**config.mk**
```make
export PLATFORM = sky130hd
export DESIGN_NAME = indexed_list_insert_remove
export DESIGN_NICKNAME = d
export VERILOG_FILES = /design/src/rtl/ilir_pkg.sv /design/src/rtl/indexed_list_insert_remove.sv /design/src/rtl/ilir_front.sv /design/src/rtl/ilir_queue.sv /design/src/rtl/ilir_back.sv
export SDC_FILE = /design/constraint.sdc
export NUM_CORES = 1
export LEC_CHECK = 0
export ABC_AREA = 1
export BUFFER_PORTS_ARGS = -buffer_cell sky130_fd_sc_hd__buf_4
export CORE_MARGIN = 5
export CORE_UTILIZATION = 30
export DETAILED_ROUTE_END_ITERATION = 12
export SKIP_LAST_GASP = 1
export SLEW_MARGIN = 40
export SYNTH_ARGS = -nofsm -noshare
export SYNTH_HDL_FRONTEND = slang
export SYNTH_SLANG_ARGS = --single-unit
```
**constraint.sdc**
```tcl
create_clock -name clk -period 6.8 [get_ports clk]
set_input_delay 0.68 -clock clk [delete_from_list [all_inputs] [get_ports clk]]
set_output_delay 0.68 -clock clk [all_outputs]
set_load 0.1 [all_outputs]
```
**src/rtl/ilir_pkg.sv**
```systemverilog
// Shared types and constants for the indexed list insert/remove block.
// Used by ilir_front, ilir_queue, ilir_back and indexed_list_insert_remove.
// No dependencies.
package ilir_pkg;

    localparam int DEPTH_DEF   = 16;
    localparam int DATA_W_DEF  = 32;
    localparam int QUEUE_DEPTH = 2;

    localparam int CMD_W  = 2;
    localparam int IDX_W  = 5;
    localparam int ITEM_W = 32;
    localparam int STAT_W = 2;
    localparam int LEN_W  = 5;

    typedef enum logic [CMD_W-1:0] {
        CMD_GET = 2'd0,
        CMD_POP = 2'd1,
        CMD_INS = 2'd2
    } cmd_t;

    typedef enum logic [STAT_W-1:0] {
        ST_OK    = 2'd0,
        ST_RANGE = 2'd1,
        ST_FULL  = 2'd2
    } status_t;

    typedef enum logic [1:0] {
        OP_NONE,
        OP_GET,
        OP_POP,
        OP_INS
    } op_kind_t;

    typedef struct packed {
        op_kind_t kind;
        status_t  status;
    } op_ctrl_t;

    typedef enum logic [2:0] {
        B_IDLE,
        B_POP_FIRST,
        B_POP_MOVE,
        B_INS_MOVE,
        B_INS_PUT,
        B_RESULT
    } back_state_t;

endpackage

```
**src/rtl/indexed_list_insert_remove.sv**
```systemverilog
// Top level of the positional list: front end, command queue and back end.
// Depends on ilir_pkg, ilir_front, ilir_queue and ilir_back.
//
//   Channel   Handshake             Payload
//   -------   -------------------   -------------------------------
//   in        in_valid / in_stall   cmd[1:0] index[4:0] item[31:0]
//   out       out_valid / out_stall data[31:0] status[1:0] length[4:0]
//
// Get, every rejected command and insert at the length go from idle straight
// to the result state; pop at position p shifts each later entry down one
// place and insert at p below the length shifts entries from p on up one
// place, one entry per cycle through one read and one write port of the entry
// memory. Reset clears the length and the control state; entries need no
// clearing. in_stall rises only while the two-entry command queue is full; a
// finished result stalled at the output holds up the next command.
module indexed_list_insert_remove import ilir_pkg::*; #(
    parameter int DEPTH  = DEPTH_DEF,
    parameter int DATA_W = DATA_W_DEF
) (
    input  logic              clk,
    input  logic              rst_n,
    input  logic              in_valid,
    output logic              in_stall,
    input  logic [CMD_W-1:0]  cmd,
    input  logic [IDX_W-1:0]  index,
    input  logic [ITEM_W-1:0] item,
    output logic              out_valid,
    input  logic              out_stall,
    output logic [ITEM_W-1:0] data,
    output logic [STAT_W-1:0] status,
    output logic [LEN_W-1:0]  length
);

    localparam int AW = $clog2(DEPTH);
    localparam int CW = $clog2(DEPTH + 1);
    localparam int QW = $bits(op_ctrl_t) + AW + CW + DATA_W;

    logic              q_full;
    logic              q_push;
    op_ctrl_t          f_ctrl;
    logic [AW-1:0]     f_pos;
    logic [CW-1:0]     f_cnt;
    logic [DATA_W-1:0] f_item;
    logic              q_valid;
    logic              q_pop;
    logic [QW-1:0]     q_head;
    op_ctrl_t          b_ctrl;
    logic [AW-1:0]     b_pos;
    logic [CW-1:0]     b_cnt;
    logic [DATA_W-1:0] b_item;

    ilir_front #(
        .DEPTH  (DEPTH),
        .DATA_W (DATA_W)
    ) u_front (
        .clk      (clk),
        .rst_n    (rst_n),
        .in_valid (in_valid),
        .in_stall (in_stall),
        .cmd      (cmd),
        .index    (index),
        .item     (item),
        .q_full   (q_full),
        .q_push   (q_push),
        .q_ctrl   (f_ctrl),
        .q_pos    (f_pos),
        .q_cnt    (f_cnt),
        .q_item   (f_item)
    );

    ilir_queue #(
        .W  (QW),
        .QD (QUEUE_DEPTH)
    ) u_queue (
        .clk       (clk),
        .rst_n     (rst_n),
        .push      (q_push),
        .wr_data   ({f_ctrl, f_pos, f_cnt, f_item}),
        .full      (q_full),
        .pop       (q_pop),
        .not_empty (q_valid),
        .rd_data   (q_head)
    );

    assign {b_ctrl, b_pos, b_cnt, b_item} = q_head;

    ilir_back #(
        .DEPTH  (DEPTH),
        .DATA_W (DATA_W)
    ) u_back (
        .clk       (clk),
        .rst_n     (rst_n),
        .q_valid   (q_valid),
        .q_pop     (q_pop),
        .q_ctrl    (b_ctrl),
        .q_pos     (b_pos),
        .q_cnt     (b_cnt),
        .q_item    (b_item),
        .out_valid (out_valid),
        .out_stall (out_stall),
        .data      (data),
        .status    (status),
        .length    (length)
    );

endmodule

```
**src/rtl/ilir_front.sv**
```systemverilog
// Front end: accepts commands, checks them against the running length and
// hands decoded operations to the queue. Depends on ilir_pkg.
module ilir_front import ilir_pkg::*; #(
    parameter int DEPTH  = DEPTH_DEF,
    parameter int DATA_W = DATA_W_DEF,
    localparam int AW = $clog2(DEPTH),
    localparam int CW = $clog2(DEPTH + 1)
) (
    input  logic              clk,
    input  logic              rst_n,
    input  logic              in_valid,
    output logic              in_stall,
    input  logic [CMD_W-1:0]  cmd,
    input  logic [IDX_W-1:0]  index,
    input  logic [ITEM_W-1:0] item,
    input  logic              q_full,
    output logic              q_push,
    output op_ctrl_t          q_ctrl,
    output logic [AW-1:0]     q_pos,
    output logic [CW-1:0]     q_cnt,
    output logic [DATA_W-1:0] q_item
);

    localparam int CMP_W = (CW > IDX_W) ? CW : IDX_W;
    localparam int IEW   = (DATA_W > ITEM_W) ? DATA_W : ITEM_W;

    logic [CW-1:0]    count_reg;
    logic [CW-1:0]    count_next;
    logic [CMP_W-1:0] idx_ext;
    logic [CMP_W-1:0] cnt_ext;
    logic [IEW-1:0]   item_ext;
    logic             accept;

    assign idx_ext  = CMP_W'(index);
    assign cnt_ext  = CMP_W'(count_reg);
    assign item_ext = IEW'(item);

    assign in_stall = q_full;
    assign accept   = in_valid && !q_full;
    assign q_push   = accept;
    assign q_pos    = idx_ext[AW-1:0];
    assign q_cnt    = count_reg;
    assign q_item   = item_ext[DATA_W-1:0];

    // The length is tracked here at classification time, so later commands
    // can be checked before the back end has finished moving entries.
    always_comb
    begin
        q_ctrl.kind   = OP_NONE;
        q_ctrl.status = ST_RANGE;
        count_next    = count_reg;
        case (cmd)
            CMD_GET:
            begin
                if (idx_ext < cnt_ext)
                begin
                    q_ctrl.kind   = OP_GET;
                    q_ctrl.status = ST_OK;
                end
            end
            CMD_POP:
            begin
                if (idx_ext < cnt_ext)
                begin
                    q_ctrl.kind   = OP_POP;
                    q_ctrl.status = ST_OK;
                    count_next    = count_reg - CW'(1);
                end
            end
            CMD_INS:
            begin
                if (idx_ext > cnt_ext)
                begin
                    q_ctrl.status = ST_RANGE;
                end
                else if (cnt_ext == CMP_W'(DEPTH))
                begin
                    q_ctrl.status = ST_FULL;
                end
                else
                begin
                    q_ctrl.kind   = OP_INS;
                    q_ctrl.status = ST_OK;
                    count_next    = count_reg + CW'(1);
                end
            end
            default:
            begin
                q_ctrl.kind   = OP_NONE;
                q_ctrl.status = ST_RANGE;
            end
        endcase
    end

    always_ff @(posedge clk or negedge rst_n)
    begin
        if (!rst_n)
        begin
            count_reg <= '0;
        end
        else if (accept)
        begin
            count_reg <= count_next;
        end
    end

endmodule

```
**src/rtl/ilir_queue.sv**
```systemverilog
// Short register FIFO that decouples the front end from the back end.
// Depends on ilir_pkg for the default depth.
module ilir_queue import ilir_pkg::*; #(
    parameter int W  = 8,
    parameter int QD = QUEUE_DEPTH
) (
    input  logic         clk,
    input  logic         rst_n,
    input  logic         push,
    input  logic [W-1:0] wr_data,
    output logic         full,
    input  logic         pop,
    output logic         not_empty,
    output logic [W-1:0] rd_data
);

    localparam int QA  = (QD > 1) ? $clog2(QD) : 1;
    localparam int QCW = $clog2(QD + 1);

    logic [W-1:0]   slots_reg [QD];
    logic [QA-1:0]  wr_ptr_reg;
    logic [QA-1:0]  rd_ptr_reg;
    logic [QCW-1:0] fill_reg;
    logic           do_push;
    logic           do_pop;

    assign full      = (fill_reg == QCW'(QD));
    assign not_empty = (fill_reg != '0);
    assign do_push   = push && !full;
    assign do_pop    = pop && not_empty;
    assign rd_data   = slots_reg[rd_ptr_reg];

    always_ff @(posedge clk)
    begin
        if (do_push)
        begin
            slots_reg[wr_ptr_reg] <= wr_data;
        end
    end

    always_ff @(posedge clk or negedge rst_n)
    begin
        if (!rst_n)
        begin
            wr_ptr_reg <= '0;
            rd_ptr_reg <= '0;
            fill_reg   <= '0;
        end
        else
        begin
            if (do_push)
            begin
                wr_ptr_reg <= (wr_ptr_reg == QA'(QD - 1)) ? '0 : wr_ptr_reg + QA'(1);
            end
            if (do_pop)
            begin
                rd_ptr_reg <= (rd_ptr_reg == QA'(QD - 1)) ? '0 : rd_ptr_reg + QA'(1);
            end
            if (do_push && !do_pop)
            begin
                fill_reg <= fill_reg + QCW'(1);
            end
            else if (do_pop && !do_push)
            begin
                fill_reg <= fill_reg - QCW'(1);
            end
        end
    end

endmodule

```
**src/rtl/ilir_back.sv**
```systemverilog
// Back end: owns the entry memory, carries out reads and the one-entry-per-
// cycle shifts of pop and insert, and holds the result register.
// Depends on ilir_pkg.
module ilir_back import ilir_pkg::*; #(
    parameter int DEPTH  = DEPTH_DEF,
    parameter int DATA_W = DATA_W_DEF,
    localparam int AW = $clog2(DEPTH),
    localparam int CW = $clog2(DEPTH + 1)
) (
    input  logic              clk,
    input  logic              rst_n,
    input  logic              q_valid,
    output logic              q_pop,
    input  op_ctrl_t          q_ctrl,
    input  logic [AW-1:0]     q_pos,
    input  logic [CW-1:0]     q_cnt,
    input  logic [DATA_W-1:0] q_item,
    output logic              out_valid,
    input  logic              out_stall,
    output logic [ITEM_W-1:0] data,
    output logic [STAT_W-1:0] status,
    output logic [LEN_W-1:0]  length
);

    localparam int SW  = CW + 1;
    localparam int OEW = (DATA_W > ITEM_W) ? DATA_W : ITEM_W;
    localparam int LEW = (CW > LEN_W) ? CW : LEN_W;

    back_state_t state_reg, state_next;
    op_kind_t    kind_reg, kind_next;
    status_t     stat_reg, stat_next;
    logic [AW-1:0]     pos_reg, pos_next;
    logic [CW-1:0]     cnt_reg, cnt_next;
    logic [DATA_W-1:0] item_reg, item_next;
    logic [AW-1:0]     ptr_reg, ptr_next;
    logic [DATA_W-1:0] hold_reg, hold_next;

    logic              out_valid_reg;
    logic [ITEM_W-1:0] out_data_reg;
    status_t           out_stat_reg;
    logic [LEN_W-1:0]  out_len_reg;
    logic              out_load;

    logic [DATA_W-1:0] mem [DEPTH];
    logic [DATA_W-1:0] rd_data_reg;
    logic              rd_en;
    logic [AW-1:0]     rd_addr;
    logic              wr_en;
    logic [AW-1:0]     wr_addr;
    logic [DATA_W-1:0] wr_data;

    logic [SW-1:0]     ptr_ext;
    logic [SW-1:0]     pos_ext;
    logic [SW-1:0]     cnt_ext;
    logic [SW-1:0]     q_pos_ext;
    logic [SW-1:0]     q_last;
    logic [CW-1:0]     len_after;
    logic [DATA_W-1:0] res_data;
    logic [OEW-1:0]    res_data_ext;
    logic [LEW-1:0]    len_ext;

    assign ptr_ext   = SW'(ptr_reg);
    assign pos_ext   = SW'(pos_reg);
    assign cnt_ext   = SW'(cnt_reg);
    assign q_pos_ext = SW'(q_pos);
    assign q_last    = SW'(q_cnt) - SW'(1);

    always_comb
    begin
        case (kind_reg)
            OP_POP:  len_after = cnt_reg - CW'(1);
            OP_INS:  len_after = cnt_reg + CW'(1);
            default: len_after = cnt_reg;
        endcase
        case (kind_reg)
            OP_GET:  res_data = rd_data_reg;
            OP_POP:  res_data = hold_reg;
            default: res_data = '0;
        endcase
    end

    assign res_data_ext = OEW'(res_data);
    assign len_ext      = LEW'(len_after);

    // Reads are registered, so each move reads its source in the cycle before
    // the write to its destination; the read of the next source overlaps.
    always_comb
    begin
        state_next = state_reg;
        kind_next  = kind_reg;
        stat_next  = stat_reg;
        pos_next   = pos_reg;
        cnt_next   = cnt_reg;
        item_next  = item_reg;
        ptr_next   = ptr_reg;
        hold_next  = hold_reg;
        q_pop      = 1'b0;
        rd_en      = 1'b0;
        rd_addr    = ptr_reg;
        wr_en      = 1'b0;
        wr_addr    = ptr_reg;
        wr_data    = rd_data_reg;
        out_load   = 1'b0;
        case (state_reg)
            B_IDLE:
            begin
                if (q_valid)
                begin
                    q_pop      = 1'b1;
                    kind_next  = q_ctrl.kind;
                    stat_next  = q_ctrl.status;
                    pos_next   = q_pos;
                    cnt_next   = q_cnt;
                    item_next  = q_item;
                    ptr_next   = q_pos;
                    state_next = B_RESULT;
                    case (q_ctrl.kind)
                        OP_GET:
                        begin
                            rd_en   = 1'b1;
                            rd_addr = q_pos;
                        end
                        OP_POP:
                        begin
                            rd_en      = 1'b1;
                            rd_addr    = q_pos;
                            state_next = B_POP_FIRST;
                        end
                        OP_INS:
                        begin
                            if (SW'(q_cnt) > q_pos_ext)
                            begin
                                rd_en      = 1'b1;
                                rd_addr    = q_last[AW-1:0];
                                ptr_next   = q_last[AW-1:0];
                                state_next = B_INS_MOVE;
                            end
                            else
                            begin
                                wr_en   = 1'b1;
                                wr_addr = q_pos;
                                wr_data = q_item;
                            end
                        end
                        default:
                        begin
                            state_next = B_RESULT;
                        end
                    endcase
                end
            end
            B_POP_FIRST:
            begin
                hold_next = rd_data_reg;
                if (ptr_ext + SW'(1) < cnt_ext)
                begin
                    rd_en      = 1'b1;
                    rd_addr    = ptr_reg + AW'(1);
                    state_next = B_POP_MOVE;
                end
                else
                begin
                    state_next = B_RESULT;
                end
            end
            B_POP_MOVE:
            begin
                wr_en    = 1'b1;
                wr_addr  = ptr_reg;
                ptr_next = ptr_reg + AW'(1);
                if (ptr_ext + SW'(2) < cnt_ext)
                begin
                    rd_en   = 1'b1;
                    rd_addr = ptr_reg + AW'(2);
                end
                else
                begin
                    state_next = B_RESULT;
                end
            end
            B_INS_MOVE:
            begin
                wr_en   = 1'b1;
                wr_addr = ptr_reg + AW'(1);
                if (ptr_ext > pos_ext)
                begin
                    rd_en    = 1'b1;
                    rd_addr  = ptr_reg - AW'(1);
                    ptr_next = ptr_reg - AW'(1);
                end
                else
                begin
                    state_next = B_INS_PUT;
                end
            end
            B_INS_PUT:
            begin
                wr_en      = 1'b1;
                wr_addr    = pos_reg;
                wr_data    = item_reg;
                state_next = B_RESULT;
            end
            B_RESULT:
            begin
                if (!out_valid_reg || !out_stall)
                begin
                    out_load   = 1'b1;
                    state_next = B_IDLE;
                end
            end
            default:
            begin
                state_next = B_IDLE;
            end
        endcase
    end

    always_ff @(posedge clk)
    begin
        if (wr_en)
        begin
            mem[wr_addr] <= wr_data;
        end
        if (rd_en)
        begin
            rd_data_reg <= mem[rd_addr];
        end
    end

    always_ff @(posedge clk)
    begin
        kind_reg <= kind_next;
        stat_reg <= stat_next;
        pos_reg  <= pos_next;
        cnt_reg  <= cnt_next;
        item_reg <= item_next;
        ptr_reg  <= ptr_next;
        hold_reg <= hold_next;
        if (out_load)
        begin
            out_data_reg <= res_data_ext[ITEM_W-1:0];
            out_stat_reg <= stat_reg;
            out_len_reg  <= len_ext[LEN_W-1:0];
        end
    end

    always_ff @(posedge clk or negedge rst_n)
    begin
        if (!rst_n)
        begin
            state_reg     <= B_IDLE;
            out_valid_reg <= 1'b0;
        end
        else
        begin
            state_reg <= state_next;
            if (out_load)
            begin
                out_valid_reg <= 1'b1;
            end
            else if (!out_stall)
            begin
                out_valid_reg <= 1'b0;
            end
        end
    end

    assign out_valid = out_valid_reg;
    assign data      = out_data_reg;
    assign status    = out_stat_reg;
    assign length    = out_len_reg;

    a_read_in_range: assert property (@(posedge clk) disable iff (!rst_n)
        (state_reg == B_IDLE && q_valid && (q_ctrl.kind == OP_GET || q_ctrl.kind == OP_POP))
        |-> (q_pos_ext < SW'(q_cnt)))
        else $error("get or pop issued at a position beyond the length");

    a_insert_room: assert property (@(posedge clk) disable iff (!rst_n)
        (state_reg == B_IDLE && q_valid && q_ctrl.kind == OP_INS)
        |-> (SW'(q_cnt) < SW'(DEPTH) && q_pos_ext <= SW'(q_cnt)))
        else $error("insert issued into a full list or past its end");

    a_pop_move_bounds: assert property (@(posedge clk) disable iff (!rst_n)
        (state_reg == B_POP_MOVE) |-> (ptr_ext + SW'(1) < cnt_ext))
        else $error("pop shift moved past the last entry");

    a_ins_move_bounds: assert property (@(posedge clk) disable iff (!rst_n)
        (state_reg == B_INS_MOVE) |-> (ptr_ext >= pos_ext && ptr_ext < cnt_ext))
        else $error("insert shift left the range between position and length");

endmodule
```
* Word level (Yosys, flattened, before mapping)
Memory sizes are Yosys's and may differ from the RTL's. A register that Yosys moved wholly into a read port is not among the register bits. Index checks and enable logic that the tools add are counted.
Word-level totals: register bits after elaboration 133, RAM bits 602, input bits 43, output and inout port bits 41, word-level logic and storage cells 149, memories kept 2
Memory list:
- u_back.mem | depth 16, width 32, read ports 1, clocked after Yosys merged registers in 1, write ports 1, RTL line ilir_back.sv:44 | logic [DATA_W-1:0] mem [DEPTH];
- u_queue.slots_reg | depth 2, width 45, read ports 1, clocked after Yosys merged registers in 0, write ports 1, RTL line ilir_queue.sv:20 | logic [W-1:0] slots_reg [QD];
Cells by class: add/subtract/negate cells 14, magnitude comparators 6, equality and inequality tests 23, muxes and demuxes 65, reduce and logical (&&, ||, !) cells 23
Operators with widths (number):
- 32-bit case mux with 2 select lines | 2
- 32-bit 2-to-1 mux | 3
- 4-bit 2-to-1 mux | 12
- 4-bit case mux with 3 select lines | 3
- 3-bit 2-to-1 mux | 7
- 1-bit 2-to-1 mux | 20
- 5-bit case mux with 2 select lines | 2
- 3-bit case mux with 6 select lines | 1
- 4-bit case mux with 4 select lines | 1
- 5-bit 2-to-1 mux | 3
- 2-bit equality test, second input constant | 6
- 6-bit by 5-bit less-than comparator with 1-bit output | 2
- 2-bit 2-to-1 mux | 6
- 5-bit by 1-bit adder with 5-bit output, second input constant | 2
- 2-bit inequality test, second input constant | 5
- 5-bit by 1-bit subtractor with 5-bit output, second input constant | 2
- 4-bit case mux with 2 select lines | 1
- 4-bit by 1-bit subtractor with 4-bit output, second input constant | 2
- 2-bit by 1-bit equality test with 1-bit output, second input constant | 3
- 3-bit by 2-bit equality test with 1-bit output, second input constant | 2
- 3-bit equality test, second input constant | 2
- 2-bit by 1-bit inequality test with 1-bit output, second input constant | 3
- 3-bit case mux with 2 select lines | 1
- 2-bit nonzero test | 3
- 26 further kinds | 37

* Depth between registers and ports, before layout
depth after elaboration 8, gate-level depth with buffers 25, gate-level depth less buffers 23

* Cells and area by module
A second synthesis with hierarchy kept.
Unflattened totals: cells, all modules 3195, area total of the unflattened synthesis 34177.8 µm²
Modules (own cells, without submodules):
- ilir_back | times used 1, cells an instance 2798, area an instance 29702.2 µm², sequential area each 20039.2 µm²
- ilir_queue | times used 1, cells an instance 266, area an instance 3558.4 µm², sequential area each 2802.7 µm²
- ilir_front | times used 1, cells an instance 131, area an instance 917.1 µm², sequential area each 125.1 µm²

* Least setup slack after synthesis
Ideal clock, no wire load.
kind flip-flop to flip-flop, start point register u_queue.rd_ptr_reg, end point memory u_back.mem[4][0] (netlist bit), enable pin, library setup time 0.421 ns, arrival 4.001 ns, required time 6.379 ns, setup slack 2.377 ns, stages on the path, launching flop included 16, buffers on the path 4, clock period less this slack 4.423 ns, cells stage by stage dfrtp_1 > buf_6 > clkbuf_1 > clkbuf_1 > o21ai_0 > inv_1 > ha_1 > nand2_2 > nor2_1 > buf_2 > o21ai_0 > o21ai_0 > o21ai_0 > nor2_1 > nand2_1 > nor2_1
Between the ends: elaborated cells between the ends (all ways) 13, classes of those cells 1 x order compare; 1 x eq/ne; 10 x mux; 1 x memory
RTL lines:
- start: declaration | RTL line ilir_queue.sv:22 | logic [QA-1:0] rd_ptr_reg;
- start signal: assignment | RTL line ilir_queue.sv:57 | rd_ptr_reg <= (rd_ptr_reg == QA'(QD - 1)) ? '0 : rd_ptr_reg + QA'(1);
- memory read 2 x 45 bit *
- net q_head[43] | RTL line indexed_list_insert_remove.sv:46 | logic [QW-1:0] q_head;
- 2-bit equality test * | RTL line ilir_back.sv:117 | case (q_ctrl.kind)
- 1-bit 2-to-1 mux | RTL line ilir_back.sv:117
- 1-bit 2-to-1 mux | RTL line ilir_back.sv:107 | if (q_valid)
- 1-bit case mux with 2 select lines | RTL line ilir_back.sv:104 | case (state_reg)
- 1-bit 2-to-1 mux | RTL line ilir_back.sv:220 | if (wr_en)
- 1-bit 2-to-1 mux (not written as such) | RTL line ilir_back.sv:222 | mem[wr_addr] <= wr_data;
- end: declaration | RTL line ilir_back.sv:44
Mark *: on every way through the listed nets, which the timed path passes. The rest lies on a longest branch.

* Final worst setup path
start point register u_back.ptr_reg[1], end point register u_back.rd_data_reg[25], read port of u_back.mem (data pin)
Between the ends: cells in the longest elaborated chain, start to end 4, elaborated cells between the ends (all ways) 19, classes of those cells 5 x add/sub; 3 x order compare; 11 x mux
RTL lines:
- start: declaration | RTL line ilir_back.sv:35 | logic [AW-1:0] ptr_reg, ptr_next;
- start signal: assignment | RTL line ilir_back.sv:237 | ptr_reg <= ptr_next;
- 4-bit by 2-bit adder with 5-bit output, or another cell as far along | RTL line ilir_back.sv:171 | if (ptr_ext + SW'(2) < cnt_ext)
- 6-bit by 5-bit less-than comparator with 1-bit output, or another cell as far along | RTL line ilir_back.sv:171
- 4-bit 2-to-1 mux, or another cell as far along | RTL line ilir_back.sv:171
- 4-bit case mux with 4 select lines or 1-bit case mux with 4 select lines (tied branches) | RTL line ilir_back.sv:104
- end: declaration | RTL line ilir_back.sv:45 | logic [DATA_W-1:0] rd_data_reg;
Parallel ways exist; a longest one is shown, timed or not. A chain may end at the register's enable or synchronous reset.

==> out/summary.md <==
Outcome
- **result of the run** completed

Critical path
- **arrival time of the worst setup path** 5380 ps
- **R2R Setup Slk** 1790 ps
- **Critical Path End Type** flop
- **endpoint of the lowest-slack register-to-register path** u_back.rd_data_reg[25]
- **required time reported for the critical path endpoint** 7160 ps
- **worst reg-to-reg path cell count** 23
- **startpoint-to-endpoint class of the critical path** reg -> reg
- **Critical Path Start Type** flop
- **FF-to-FF Start** u_back.ptr_reg[1]
- **CP Max Fanout** 122

GRT
- **number of global-route vias before repair** 22200
- **first-pass GRT wire length** 137 mm
- **total track usage** 14.3%
- **pin count of the biggest net entering global routing** 178
- **antenna violations before repair** 0
- **Remaining Overflow, GRT** 0

Floorplanning
- **Row Count** 124
- **Die Y** 350 um
- **Die Span X** 350 um
- **die footprint** 0.122 mm^2
- **initial core utilization** 30.2%
- **number of top-level pins** 84
- **standard cell core area** 0.115 mm^2

Final layout
- **Fillers** 11200
- **flip-flop and latch area** 0.0230 mm^2
- **flip-flop count of the largest register after layout** 512
- **final-stage net count** 3382
- **area occupied by multi-input gates** 0.00964 mm^2
- **P&R area growth vs syn** 16.6%
- **proportion of layout cells with a drive suffix above 1** 10.7%
- **final antenna diode count** 0

Clocking
- **latest clock arrival within the worst-skew pair** 640 ps
- **CTS root buffer** clkbuf_16
- **number of buffers added by the clock tree synthesis step** 83
- **TritonCTS clock tree** built
- **post-cts gate resize count** 0
- **clock-pin slew on the worst setup and hold paths** 60 ps
- **total number of clock tree sinks** 767
- **number of buffers on the longest clock path** 3
- **H-Tree Depth** 3

Synth
- **async set-or-reset flop fraction in the synthesized netlist** 1.69%
- **number of synthesis warnings** 0
- **synthesized instance count** 3215
- **Mean Syn Cell Area** 10.8 um^2
- **top flip-flop cell by instance count after synthesis** edfxtp_1
- **synthesis-stage register bit count** 767
- **post-synthesis cell area** 0.0346 mm^2
- **Netlist cell types** 46
- **number of flops mapped to enable cells by yosys** 754
- **post-synthesis net count** 3300
- **register area share after synthesis** 66.3%

Place
- **input/output buffers** 83
- **HPWL Detailed** 55.9 mm
- **placer congestion estimate** 0.866

STA
- **pins over their slew limit** 0
- **worst clock skew on the final layout** 31.9 ps
- **top achievable clock speed** 200 MHz
- **setup repair after global routing missed its margin** no
- **period utilization** 73.7%
- **total count of hold-check failures in the final report** 0
- **final critical path time including I/O delays and setup** 5010 ps
- **Worst Tran Pin Value** 873 ps
- **post-route setup TNS** 0 ps
- **Setup violations, final** 0
- **relative max-transition margin** 41.8%

Drt
- **total number of vias** 22900
- **initial detailed-routing violation count** 2087
- **average wire per standard cell** 18.5 um
- **antenna viol nets, final** 0
- **per-cell via count in the routed design** 4.70
- **first drt pass iteration count** 7
- **overall routed net length** 90.3 mm
- **remaining design rule violation count** 0

Flow run
- **max-cap check violation count** 0

Min path
- **Hold Path Sink** u_queue.slots_reg[0][24]
- **number of instances on the worst hold path** 1
- **hold path start** item[24]
- **path category of the worst min-delay check** in -> reg

==> cells in the final DEF (no fill, tap or decap), types with 4 or more instances in the layout <==
| cell | synthesis | layout |
|---|---|---|
| nand2_1 | 1069 | 1068 |
| edfxtp_1 | 754 | 754 |
| inv_1 | 362 | 362 |
| nand3_1 | 253 | 252 |
| nand3b_1 | 192 | 192 |
| buf_4 | 31 | 121 |
| clkbuf_16 | 0 | 86 |
| o21ai_0 | 78 | 78 |
| a21oi_1 | 75 | 73 |
| nor2_1 | 68 | 45 |
| ha_1 | 40 | 40 |
| or2_2 | 29 | 29 |
| nor2_4 | 2 | 24 |
| clkinv_1 | 1 | 24 |
| a221o_1 | 22 | 22 |
| o211ai_1 | 18 | 18 |
| buf_16 | 0 | 18 |
| buf_8 | 0 | 15 |
| dfrtp_1 | 13 | 12 |
| mux2i_1 | 11 | 11 |
| clkinv_2 | 0 | 11 |
| clkbuf_1 | 40 | 10 |
| xnor2_1 | 8 | 8 |
| bufinv_16 | 0 | 8 |
| xor2_1 | 6 | 6 |
| inv_2 | 6 | 5 |
| nand2_2 | 7 | 5 |
| buf_12 | 0 | 5 |
| nand4_1 | 4 | 4 |
| a21o_1 | 4 | 4 |
==> layout make-up <==
class / count / area share, %
sequential: 767 / 56.9
inverter: 369 / 3.44
multi-input combinational: 1913 / 23.9
tap: 1512 / 4.69
timing repair buffer: 163 / 4.39
clock inverter: 50 / 1.17
clock buffer: 99 / 5.53
==> worst max path at each step <==
stage,startpoint,endpoint,slack (ps)
2_1_floorplan,u_queue.rd_ptr_reg,u_back.mem[4][0],2380
6_report,u_back.ptr_reg[1],u_back.rd_data_reg[25],1790
3_5_place_dp,u_queue.rd_ptr_reg,u_back.rd_data_reg[25],1850
3_3_place_gp,u_back.ptr_reg[1],u_back.rd_data_reg[5],1840
5_1_grt,u_back.ptr_reg[2],u_back.rd_data_reg[25],1450
4_1_cts,u_queue.rd_ptr_reg,u_back.rd_data_reg[25],1820
==> metrics by stage <==
stage / setup WS, ps / instance area (um^2) / hold slack [ps] / cells / util, %
6_report: 1790 / 40400 / 239 / 4873 / 35.3
5_1_grt: 1450 / 40400 / 211 / 4873 / 35.3
4_1_cts: 1820 / 40300 / 200 / 4871 / 35.2
3_5_place_dp: 1850 / 37600 / 409 / 4721 / 32.8
3_3_place_gp: 1840 / 36900 / 425 / 4689 / 32.2
2_1_floorplan: 2380 / 34600 / 384 / 3215 / -
==> layer usage <==
metal	vias to the layer above	share of wire, %	global-route usage (%)
met2	624	50	24.7
li1	10900	-	-
met4	0	2.9	4.64
met5	-	0	0
met3	141	4.6	1.76
met1	11200	42	18.9
==> cells by family after synthesis <==
family          after synthesis  synth area share, %
mux                          11                0.318
compound gates              212                 3.69
buf+inv                     535                 6.58
fa+ha+maj                    42                 1.56
simple gates               1634                 21.2
flops                       767                 66.3
xor+xnor                     14                0.354
==> synth_stat cells (7+ instances only) <==
master	n	area, um^2
nand3b_1	192	1440
buf_4	31	233
mux2i_1	11	110
nand2_2	7	43.8
ha_1	40	500
nand3_1	253	1270
o21ai_0	78	390
o211ai_1	18	135
nor2_1	68	255
clkbuf_1	40	150
a221o_1	22	220
edfxtp_1	754	22600
a21oi_1	75	375
xnor2_1	8	70.1
dfrtp_1	13	325
buf_2	87	435
or2_2	29	181
nand2_1	1069	4010
inv_1	362	1360
==> worst max-delay path, stage by stage, from the launching register on <==
cell      delay [ps]
edfxtp_1         540
ha_1             280
nand2_1           60
inv_1             30
or2_2            280
nand2_1           60
o21ai_0          120
inv_1            150
ha_1             250
a21o_1           160
a21oi_1          160
nand2_1          110
nand2_1          120
nand3_1          210
nand2_8          440
buf_12           350
buf_16           420
nand3b_1         130
nand2_1          100
nand2_1           70
nand3_1          200
nand2_1           70
nand2_1           60
nand2_1           70
==> repair_timing <==
| action | in CTS | in global routing |
|---|---|---|
| hold buffers | 1 | 0 |
| setup buffers | 0 | 0 |
| hold endpoints to repair | 13 | 0 |
Power is left out: the tool's default activity adds up to more than one toggle a clock period on the data nets, which glitch-free logic cannot reach.
